## src/rtl/core/logic_analyzer_command_parser_defines.svh

```systemverilog
// Assertion macros shared by the command parser modules.
// Each macro expects signals named clk and rst_n in the module that uses it.
`ifndef LOGIC_ANALYZER_COMMAND_PARSER_DEFINES_SVH
`define LOGIC_ANALYZER_COMMAND_PARSER_DEFINES_SVH

// A condition that must hold at every clock edge outside reset.
`define LACP_ASSERT_ALWAYS(lbl, cond, msg) \
  lbl: assert property (@(posedge clk) disable iff (!rst_n) (cond)) else $error(msg);

// A consequence that must hold in the same cycle as its cause.
`define LACP_ASSERT_SAME(lbl, ante, cons, msg) \
  lbl: assert property (@(posedge clk) disable iff (!rst_n) (ante) |-> (cons)) \
    else $error(msg);

// A consequence that must hold in the cycle after its cause.
`define LACP_ASSERT_NEXT(lbl, ante, cons, msg) \
  lbl: assert property (@(posedge clk) disable iff (!rst_n) (ante) |=> (cons)) \
    else $error(msg);

`endif

```

## src/rtl/core/lacp_pkg.sv

```systemverilog
// Shared types and constants of the logic analyzer command parser.
// Used by the command core, the output buffer, the top level, the result checker and the testbench.
package lacp_pkg;

  // Reset values of the capture settings.
  localparam int unsigned DEF_DIVIDER = 143;
  localparam int unsigned DEF_SAMPLES = 4096;

  // Long command opcodes.
  localparam logic [7:0] OP_SET_DIVIDER = 8'h80;
  localparam logic [7:0] OP_SET_COUNTS  = 8'h81;
  localparam logic [7:0] OP_SET_FLAGS   = 8'h82;
  localparam logic [7:0] OP_TRIG_MASK   = 8'hc0;
  localparam logic [7:0] OP_TRIG_VALUE  = 8'hc1;
  localparam logic [7:0] OP_TRIG_SETUP  = 8'hc2;

  // Short command bytes.
  localparam logic [7:0] SHORT_RESET    = 8'h00;
  localparam logic [7:0] SHORT_RUN      = 8'h01;
  localparam logic [7:0] SHORT_ID       = 8'h02;
  localparam logic [7:0] SHORT_META     = 8'h04;

  // Number of payload bytes that follow a long opcode.
  localparam logic [2:0] LONG_PAYLOAD   = 3'd4;

  typedef enum logic [2:0] {
    ACT_NONE  = 3'd0,
    ACT_RESET = 3'd1,
    ACT_RUN   = 3'd2,
    ACT_ID    = 3'd3,
    ACT_META  = 3'd4
  } action_t;

  typedef struct packed {
    logic [23:0] sample_divider;
    logic [18:0] read_samples;
    logic [18:0] delay_samples;
    logic [31:0] capture_flags;
    logic [31:0] trig_mask;
    logic [31:0] trig_value;
    logic [31:0] trig_setup;
  } settings_t;

  typedef struct packed {
    action_t   action;
    settings_t settings;
  } lacp_result_t;

endpackage

```

## src/rtl/core/lacp_ifs.sv

```systemverilog
// Valid/ready channel interfaces of the command parser: host bytes in, results out.
// Depends on nothing but the field widths of the protocol.
interface lacp_in_if;
  logic       valid;
  logic       ready;
  logic [7:0] host_byte;

  modport source (output valid, output host_byte, input ready);
  modport sink   (input valid, input host_byte, output ready);
endinterface

interface lacp_out_if;
  logic        valid;
  logic        ready;
  logic [2:0]  action;
  logic [23:0] sample_divider;
  logic [18:0] read_samples;
  logic [18:0] delay_samples;
  logic [31:0] capture_flags;
  logic [31:0] trig_mask;
  logic [31:0] trig_value;
  logic [31:0] trig_setup;

  modport source (output valid, output action, output sample_divider, output read_samples,
                  output delay_samples, output capture_flags, output trig_mask,
                  output trig_value, output trig_setup, input ready);
  modport sink   (input valid, input action, input sample_divider, input read_samples,
                  input delay_samples, input capture_flags, input trig_mask,
                  input trig_value, input trig_setup, output ready);
endinterface

```

## src/rtl/core/logic_analyzer_command_parser.sv

```systemverilog
// Top level of the logic analyzer command parser: one host byte in, one result out.
// Depends on lacp_pkg, lacp_ifs, lacp_cmd_core and lacp_out_buf.

// Each accepted host byte produces exactly one result request, which is registered in
// the output buffer before it appears on the output channel. The parser takes one byte
// per clock while the buffer has room: the decode of a byte and the update of the
// settings registers happen in the same cycle in the command core, and the result goes
// into a two-entry output buffer. The input stays ready while the output register holds
// a result that has not been taken; it drops only when both buffer entries are full, so
// a stall on the output side is felt at the input after two results. Long commands are
// an opcode byte with bit 7 set followed by four payload bytes; the command takes effect
// on the fifth byte, and all five bytes give the action none. Every result carries the
// settings as they stand after its byte.
module logic_analyzer_command_parser
  import lacp_pkg::*;
#(
  parameter int unsigned DEFAULT_DIVIDER = DEF_DIVIDER,
  parameter int unsigned DEFAULT_SAMPLES = DEF_SAMPLES
) (
  input logic        clk,
  input logic        rst_n,
  lacp_in_if.sink    in_ch,
  lacp_out_if.source out_ch
);

  logic         take;
  logic         buf_ready;
  lacp_result_t core_res;
  lacp_result_t out_res;

  // A byte is taken whenever the buffer has room for its result.
  assign in_ch.ready = buf_ready;
  assign take        = in_ch.valid && buf_ready;

  lacp_cmd_core #(
    .DEFAULT_DIVIDER (DEFAULT_DIVIDER),
    .DEFAULT_SAMPLES (DEFAULT_SAMPLES)
  ) u_core (
    .clk       (clk),
    .rst_n     (rst_n),
    .take      (take),
    .host_byte (in_ch.host_byte),
    .res       (core_res)
  );

  lacp_out_buf u_out_buf (
    .clk        (clk),
    .rst_n      (rst_n),
    .push       (take),
    .push_ready (buf_ready),
    .push_data  (core_res),
    .out_valid  (out_ch.valid),
    .out_ready  (out_ch.ready),
    .out_data   (out_res)
  );

  // Spread the buffered result over the output channel fields.
  assign out_ch.action         = out_res.action;
  assign out_ch.sample_divider = out_res.settings.sample_divider;
  assign out_ch.read_samples   = out_res.settings.read_samples;
  assign out_ch.delay_samples  = out_res.settings.delay_samples;
  assign out_ch.capture_flags  = out_res.settings.capture_flags;
  assign out_ch.trig_mask      = out_res.settings.trig_mask;
  assign out_ch.trig_value     = out_res.settings.trig_value;
  assign out_ch.trig_setup     = out_res.settings.trig_setup;

endmodule

```

## src/rtl/core/lacp_cmd_core.sv

```systemverilog
// Command decoder and settings registers of the command parser.
// Depends on lacp_pkg and the assertion macros in logic_analyzer_command_parser_defines.svh.
`include "logic_analyzer_command_parser_defines.svh"

module lacp_cmd_core
  import lacp_pkg::*;
#(
  parameter int unsigned DEFAULT_DIVIDER = DEF_DIVIDER,
  parameter int unsigned DEFAULT_SAMPLES = DEF_SAMPLES
) (
  input  logic         clk,
  input  logic         rst_n,
  input  logic         take,
  input  logic [7:0]   host_byte,
  output lacp_result_t res
);

  localparam settings_t SET_DEFAULT = '{
    sample_divider: 24'(DEFAULT_DIVIDER),
    read_samples:   19'(DEFAULT_SAMPLES),
    delay_samples:  19'(DEFAULT_SAMPLES),
    capture_flags:  32'd0,
    trig_mask:      32'd0,
    trig_value:     32'd0,
    trig_setup:     32'd0
  };

  logic [7:0]  opcode_r, opcode_nxt;
  logic [7:0]  pay_r [3];
  logic [7:0]  pay_nxt [3];
  logic [2:0]  held_r, held_nxt;
  settings_t   set_r, set_nxt;
  action_t     action;
  logic [1:0]  pay_idx;
  logic [31:0] word;
  logic [16:0] lo_inc;
  logic [16:0] hi_inc;

  // The fourth payload byte completes the word straight from the input.
  assign word    = {host_byte, pay_r[2], pay_r[1], pay_r[0]};
  assign lo_inc  = {1'b0, pay_r[1], pay_r[0]} + 17'd1;
  assign hi_inc  = {1'b0, host_byte, pay_r[2]} + 17'd1;
  assign pay_idx = held_r[1:0] - 2'd1;

  always_comb begin
    opcode_nxt = opcode_r;
    pay_nxt    = pay_r;
    held_nxt   = held_r;
    set_nxt    = set_r;
    action     = ACT_NONE;
    if (held_r != 3'd0) begin
      if (held_r == LONG_PAYLOAD) begin
        held_nxt = 3'd0;
        unique case (opcode_r)
          OP_SET_DIVIDER: set_nxt.sample_divider = word[23:0];
          OP_SET_COUNTS: begin
            set_nxt.read_samples  = {lo_inc, 2'b00};
            set_nxt.delay_samples = {hi_inc, 2'b00};
          end
          OP_SET_FLAGS:  set_nxt.capture_flags = word;
          OP_TRIG_MASK:  set_nxt.trig_mask     = word;
          OP_TRIG_VALUE: set_nxt.trig_value    = word;
          OP_TRIG_SETUP: set_nxt.trig_setup    = word;
          default: ;
        endcase
      end else begin
        pay_nxt[pay_idx] = host_byte;
        held_nxt         = held_r + 3'd1;
      end
    end else if (host_byte[7]) begin
      opcode_nxt = host_byte;
      held_nxt   = 3'd1;
    end else begin
      unique case (host_byte)
        SHORT_RESET: begin
          set_nxt = SET_DEFAULT;
          action  = ACT_RESET;
        end
        SHORT_RUN:  action = ACT_RUN;
        SHORT_ID:   action = ACT_ID;
        SHORT_META: action = ACT_META;
        default: ;
      endcase
    end
  end

  // The result carries the settings as they stand after this byte.
  assign res = '{action: action, settings: set_nxt};

  always_ff @(posedge clk) begin
    if (!rst_n) begin
      held_r <= 3'd0;
      set_r  <= SET_DEFAULT;
    end else if (take) begin
      held_r <= held_nxt;
      set_r  <= set_nxt;
    end
  end

  always_ff @(posedge clk) begin
    if (take) begin
      opcode_r <= opcode_nxt;
      pay_r    <= pay_nxt;
    end
  end

  `LACP_ASSERT_ALWAYS(a_held_range, held_r <= LONG_PAYLOAD, "long command byte count out of range")
  `LACP_ASSERT_SAME(a_long_no_action, take && held_r != 3'd0, res.action == ACT_NONE, "action inside long command")
  `LACP_ASSERT_NEXT(a_reset_defaults, take && held_r == 3'd0 && host_byte == SHORT_RESET, set_r == SET_DEFAULT, "reset command did not restore defaults")

endmodule

```

## src/rtl/core/lacp_out_buf.sv

```systemverilog
// Two-entry result buffer: an output register with a skid register behind it.
// Depends on lacp_pkg and the assertion macros in logic_analyzer_command_parser_defines.svh.
`include "logic_analyzer_command_parser_defines.svh"

module lacp_out_buf
  import lacp_pkg::*;
(
  input  logic         clk,
  input  logic         rst_n,
  input  logic         push,
  output logic         push_ready,
  input  lacp_result_t push_data,
  output logic         out_valid,
  input  logic         out_ready,
  output lacp_result_t out_data
);

  logic         out_vld_r, out_vld_nxt;
  logic         skid_vld_r, skid_vld_nxt;
  lacp_result_t out_data_r, out_data_nxt;
  lacp_result_t skid_data_r, skid_data_nxt;
  logic         pop;

  assign pop        = out_vld_r && out_ready;
  assign push_ready = !skid_vld_r;

  always_comb begin
    out_vld_nxt   = out_vld_r;
    skid_vld_nxt  = skid_vld_r;
    out_data_nxt  = out_data_r;
    skid_data_nxt = skid_data_r;
    if (skid_vld_r) begin
      if (pop) begin
        out_data_nxt = skid_data_r;
        skid_vld_nxt = 1'b0;
      end
    end else if (push) begin
      if (!out_vld_r || pop) begin
        out_data_nxt = push_data;
        out_vld_nxt  = 1'b1;
      end else begin
        skid_data_nxt = push_data;
        skid_vld_nxt  = 1'b1;
      end
    end else if (pop) begin
      out_vld_nxt = 1'b0;
    end
  end

  always_ff @(posedge clk) begin
    if (!rst_n) begin
      out_vld_r  <= 1'b0;
      skid_vld_r <= 1'b0;
    end else begin
      out_vld_r  <= out_vld_nxt;
      skid_vld_r <= skid_vld_nxt;
    end
  end

  always_ff @(posedge clk) begin
    out_data_r  <= out_data_nxt;
    skid_data_r <= skid_data_nxt;
  end

  assign out_valid = out_vld_r;
  assign out_data  = out_data_r;

  `LACP_ASSERT_SAME(a_skid_behind_main, skid_vld_r, out_vld_r, "skid entry without output entry")
  `LACP_ASSERT_NEXT(a_stall_fills_skid, push && out_vld_r && !out_ready, skid_vld_r, "stalled request was not parked")
  `LACP_ASSERT_NEXT(a_skid_moves_up, pop && skid_vld_r, out_vld_r && out_data_r == $past(skid_data_r), "skid entry lost")

endmodule

```

## src/flat_wrapper.sv

```systemverilog
// flat-port wrapper written by rule: the top's interface ports become plain ports
module logic_analyzer_command_parser_flat import lacp_pkg::*;
#(
  parameter int unsigned DEFAULT_DIVIDER = DEF_DIVIDER,
  parameter int unsigned DEFAULT_SAMPLES = DEF_SAMPLES
)
  (clk, rst_n, in_ch_valid, in_ch_host_byte, in_ch_ready, out_ch_valid, out_ch_action, out_ch_sample_divider, out_ch_read_samples, out_ch_delay_samples, out_ch_capture_flags, out_ch_trig_mask, out_ch_trig_value, out_ch_trig_setup, out_ch_ready);
  lacp_in_if in_ch_i ();
  lacp_out_if out_ch_i ();
  input logic clk;
  input logic rst_n;
  input wire logic [$bits(in_ch_i.valid)-1:0] in_ch_valid;
  input wire logic [$bits(in_ch_i.host_byte)-1:0] in_ch_host_byte;
  output wire logic [$bits(in_ch_i.ready)-1:0] in_ch_ready;
  output wire logic [$bits(out_ch_i.valid)-1:0] out_ch_valid;
  output wire logic [$bits(out_ch_i.action)-1:0] out_ch_action;
  output wire logic [$bits(out_ch_i.sample_divider)-1:0] out_ch_sample_divider;
  output wire logic [$bits(out_ch_i.read_samples)-1:0] out_ch_read_samples;
  output wire logic [$bits(out_ch_i.delay_samples)-1:0] out_ch_delay_samples;
  output wire logic [$bits(out_ch_i.capture_flags)-1:0] out_ch_capture_flags;
  output wire logic [$bits(out_ch_i.trig_mask)-1:0] out_ch_trig_mask;
  output wire logic [$bits(out_ch_i.trig_value)-1:0] out_ch_trig_value;
  output wire logic [$bits(out_ch_i.trig_setup)-1:0] out_ch_trig_setup;
  input wire logic [$bits(out_ch_i.ready)-1:0] out_ch_ready;
  assign in_ch_i.valid = in_ch_valid;
  assign in_ch_i.host_byte = in_ch_host_byte;
  assign in_ch_ready = in_ch_i.ready;
  assign out_ch_valid = out_ch_i.valid;
  assign out_ch_action = out_ch_i.action;
  assign out_ch_sample_divider = out_ch_i.sample_divider;
  assign out_ch_read_samples = out_ch_i.read_samples;
  assign out_ch_delay_samples = out_ch_i.delay_samples;
  assign out_ch_capture_flags = out_ch_i.capture_flags;
  assign out_ch_trig_mask = out_ch_i.trig_mask;
  assign out_ch_trig_value = out_ch_i.trig_value;
  assign out_ch_trig_setup = out_ch_i.trig_setup;
  assign out_ch_i.ready = out_ch_ready;
  logic_analyzer_command_parser #(.DEFAULT_DIVIDER(DEFAULT_DIVIDER), .DEFAULT_SAMPLES(DEFAULT_SAMPLES)) u_core (.clk(clk), .rst_n(rst_n), .in_ch(in_ch_i), .out_ch(out_ch_i));
endmodule
```

## config.mk

```make
export PLATFORM = sky130hd
export DESIGN_NAME = logic_analyzer_command_parser_flat
export DESIGN_NICKNAME = d
export VERILOG_FILES = /design/src/rtl/core/lacp_pkg.sv /design/src/rtl/core/lacp_ifs.sv /design/src/rtl/core/logic_analyzer_command_parser.sv /design/src/rtl/core/lacp_cmd_core.sv /design/src/rtl/core/lacp_out_buf.sv /design/src/flat_wrapper.sv
export VERILOG_INCLUDE_DIRS = /design/src /design/src/rtl/core
export SDC_FILE = /design/constraint.sdc
export NUM_CORES = 1
export LEC_CHECK = 0
export BUFFER_PORTS_ARGS = -buffer_cell sky130_fd_sc_hd__buf_2
export CAP_MARGIN = 5
export CORE_MARGIN = 10
export CORE_UTILIZATION = 30
export CTS_CLUSTER_DIAMETER = 30
export DETAILED_ROUTE_END_ITERATION = 8
export GPL_TIMING_DRIVEN = 0
export PLACE_DENSITY = 0.47
export SLEW_MARGIN = 0
export SYNTH_ARGS = -nofsm -noshare
export SYNTH_HDL_FRONTEND = slang
export SYNTH_SLANG_ARGS = --single-unit
```

## constraint.sdc

```tcl
create_clock -name clk -period 26.6 [get_ports clk]
set_input_delay 1.33 -clock clk [delete_from_list [all_inputs] [get_ports clk]]
set_output_delay 1.33 -clock clk [all_outputs]
set_load 0.005 [all_outputs]
```

==> impl_metrics.env <==
export IMPL_track_usage=0.158
export IMPL_clk_latency_ns=0.72
export IMPL_finish_utilization=0.397
export IMPL_finalHoldViolations=0
export IMPL_via_per_inst=5.07
export IMPL_finalWirelength_um=76000
export IMPL_die_y_um=306
export IMPL_firstDrtPassIters=5
export IMPL_leakagePower_nw=11.8
export IMPL_yosys_warnings=0
export IMPL_vias=16800
export IMPL_seq_area_frac_synth=0.671
export IMPL_synth_seq_cells=612
export IMPL_powerDensity_nw_per_um2=92.4
export IMPL_grt_pass1_vias=17000
export IMPL_area_delta_synth_final_pct=30.9
export IMPL_ys_flop_type="edfxtp_1"
export IMPL_fin_nets=2158
export IMPL_detail_route_antenna_nets=0
export IMPL_async_reset_ff_frac=0
export IMPL_layout_worst_path_cycle_share=0.153
export IMPL_place_congestion=0.856
export IMPL_setup_viol=0
export IMPL_worstPathMaxFanout=10
export IMPL_period_needed_ns=4.06
export IMPL_cts_tree="built"
export IMPL_htreeDepth=4
export IMPL_grt_max_degree=65
export IMPL_cp_end_kind="primary output"
export IMPL_row_count=104
export IMPL_clk_pin_slew_ns=0.04
export IMPL_hold_path_class="reg2reg"
export IMPL_synth_cell_types=59
export IMPL_post_cts_resized=0
export IMPL_antenna_found_initial=9
export IMPL_final_max_slew_violation_count=0
export IMPL_port_buffers=206
export IMPL_tns_ns=0
export IMPL_root_buffer="clkbuf_16"
export IMPL_hold_buffers=0
export IMPL_syn_avg_cell_area_um2=13.7
export IMPL_rsz0062_at_grt="false"
export IMPL_gr_total_overflow=0
export IMPL_crit_type="reg2out"
export IMPL_wire_per_inst_um=22.9
export IMPL_dp_hpwl_um=52800
export IMPL_drive_above_1_share=0.311
export IMPL_critPathRequiredTime_ns=25.27
export IMPL_numCtsBuffers=141
export IMPL_nFillCells=7610
export IMPL_synth_edff_count=417
export IMPL_relSlewSlack=0.355
export IMPL_finalClockSkew_ns=0.0275
export IMPL_worstSetupStartpointType="flip-flop"
export IMPL_wl_met3_um=4150
export IMPL_cts_setup_buffers=0
export IMPL_cts_sinks=612
export IMPL_syn_inst=1780
export IMPL_drt_initial_drc_count=1464
export IMPL_dieArea_um2=93400
export IMPL_synth_fp_nets=1799
export IMPL_netlist_area_um2=24500
export IMPL_ir_drop_v=0.0000548
export IMPL_wl_met1_um=34700
export IMPL_cts_buffer_depth=3
export IMPL_initial_core_util=0.303
export IMPL_clock_fmax_mhz=246
export IMPL_arrival_ns=2.73
export IMPL_routed_wl_met2_um=35200
export IMPL_worst_pin_slew_ns=0.968
export IMPL_dieWidth_um=306
export IMPL_io_pins=207
export IMPL_highest_layer="met5"
export IMPL_core_area_um2=80700
export IMPL_grt_pass1_wl_um=112000
export IMPL_drc=0
export IMPL_status="complete, no violations"
export IMPL_cap_violations=0
-- flip-flops by register name (all words and copies together), names as in the netlist --
name	cells
u_core.u_out_buf.out_valid	1
u_core.u_core.held_r	3
u_core.u_core.pay_r	24
u_core.u_out_buf.skid_data_r	193
u_core.u_core.opcode_r	7
u_core.u_out_buf.out_data	193
u_core.u_core.set_r	190
u_core.u_out_buf.skid_vld_r	1
-- cell usage after synthesis (2+ instances only) --
cell type | count | area share
edfxtp_1 | 417 | 0.51
dfxtp_1 | 195 | 0.16
mux2_2 | 178 | 0.082
nand2_1 | 150 | 0.023
nand3_1 | 120 | 0.025
a22o_1 | 111 | 0.040
clkbuf_1 | 91 | 0.014
o2bb2ai_1 | 89 | 0.032
o22ai_1 | 64 | 0.016
o21ai_0 | 52 | 0.011
buf_2 | 43 | 0.0088
o21ai_1 | 30 | 0.0061
nor2_1 | 23 | 0.0035
and2_1 | 15 | 0.0038
and3_1 | 15 | 0.0038
nor2b_1 | 15 | 0.0038
xnor2_1 | 13 | 0.0047
xor2_1 | 13 | 0.0047
buf_4 | 10 | 0.0031
o22a_1 | 10 | 0.0036
a21oi_1 | 9 | 0.0018
a22oi_1 | 9 | 0.0028
nand4_1 | 9 | 0.0023
buf_1 | 8 | 0.0012
ha_1 | 7 | 0.0036
inv_1 | 7 | 0.0011
nor3_1 | 7 | 0.0014
a2bb2oi_1 | 6 | 0.0021
buf_6 | 6 | 0.0028
nor4_1 | 6 | 0.0015
o221ai_1 | 5 | 0.0018
a21o_1 | 4 | 0.0012
a31oi_1 | 3 | 0.00077
nand2b_1 | 3 | 0.00077
nor4b_2 | 3 | 0.0018
o211ai_1 | 3 | 0.00092
o21a_1 | 3 | 0.00092
a2bb2o_1 | 2 | 0.00082
and4_1 | 2 | 0.00072
nor2_4 | 2 | 0.00092
nor4_2 | 2 | 0.0010
o31a_1 | 2 | 0.00072
o31ai_1 | 2 | 0.00061
-- worst max-delay path, stage by stage, from the launching register on --
cell and delay (ns):
dfxtp_1 0.36, inv_1 0.24, clkbuf_1 0.73, clkbuf_1 0.47
buf_2 0.22
-- layout by cell type (no fill, tap or decap), drive strengths merged, types with 5 or more instances in the layout --
cell type and instances:
clkinv 50, and3 15, a2bb2oi 6, nor4 9, nand4 10, xor2 13, nor2 26, nor3 7
clkbuf 263, dfxtp 195, inv 19, o22a 10, mux2 178, clkinvlp 10, o21ai 84, a22oi 9
xnor2 13, a21oi 9, a22o 111, o221ai 5, o22ai 64, nand2 151, ha 7, and2 15
buf 283, o2bb2ai 89, nand3 121, bufinv 18, edfxtp 417, nor2b 15
-- per-layer routing --
layer | vias up | global-route usage
li1 | 7623 | -
met1 | 8463 | 0.211
met2 | 615 | 0.248
met3 | 130 | 0.0380
met4 | 6 | 0.0596
met5 | - | 0
-- cells by family (layout without fill, tap and decap cells) --
| logic type | count (synthesis) | after routing | share of synthesized area |
|---|---|---|---|
| muxes | 179 | 179 | 0.0823 |
| and+or+nand+nor | 382 | 382 | 0.0775 |
| adders and majority gates | 7 | 7 | 0.00358 |
| DFF | 612 | 612 | 0.671 |
| AOI/OAI and AO/OA | 409 | 409 | 0.125 |
| buffers and inverters | 165 | 643 | 0.0309 |
| xor gates and xnor gates | 26 | 26 | 0.00931 |
| other | 0 | 4 | 0 |
-- layout make-up --
cell class              instances  area (um^2)  share of cell area
flip-flops and latches        612        16400               0.513
multi-input cells            1003         7300               0.228
clock buffers                 172         3800               0.119
well taps                    1060         1330              0.0414
repair buffers                216         1250              0.0391
clock inverters                90         1150              0.0361
plain buffers                 158          729              0.0228
inverters                       7         26.3            0.000820
diodes                          4         10.0            0.000313
-- metrics by stage --
| stage | setup WS [ns] | area [um^2] | instances | total power [mW] | hold slack, ns |
|---|---|---|---|---|---|
| 2_1_floorplan | 14.47 | 24500 | 1780 | 1.15 | 0.425 |
| 3_3_place_gp | 9.47 | 26800 | 3046 | 1.22 | 0.434 |
| 3_5_place_dp | 22.48 | 27100 | 3056 | 1.21 | 0.445 |
| 4_1_cts | 22.43 | 32000 | 3318 | 2.99 | 0.454 |
| 5_1_grt | 22.37 | 32000 | 3320 | 3.06 | 0.466 |
| 6_report | 22.54 | 32000 | 3322 | 2.96 | 0.453 |
-- power breakdown --
part	total [mW]	switching (mW)	leakage, nW	internal [mW]
clock network	1.77	0.571	2.40	1.20
logic	0.129	0.0875	3.81	0.0419
registers	1.06	0.00947	5.56	1.05
-- path summary, 6_finish.rpt --
path	slack (ns)	from	to	depth (start not counted)
min	0.45	u_core.u_core.set_r[77]$_SDFFE_PN0P_	u_core.u_core.set_r[77]$_SDFFE_PN0P_	2
max reg2reg	23.30	u_core.u_core.held_r[0]$_SDFFE_PN0P_	u_core.u_out_buf.out_data[140]$_DFFE_PP_	9
min reg2reg	0.45	u_core.u_core.set_r[77]$_SDFFE_PN0P_	u_core.u_core.set_r[77]$_SDFFE_PN0P_	2
max	22.54	u_core.u_out_buf.skid_vld_r$_SDFF_PN0_	in_ch_ready	4
Note: power is estimated with default switching activity, not from simulation.
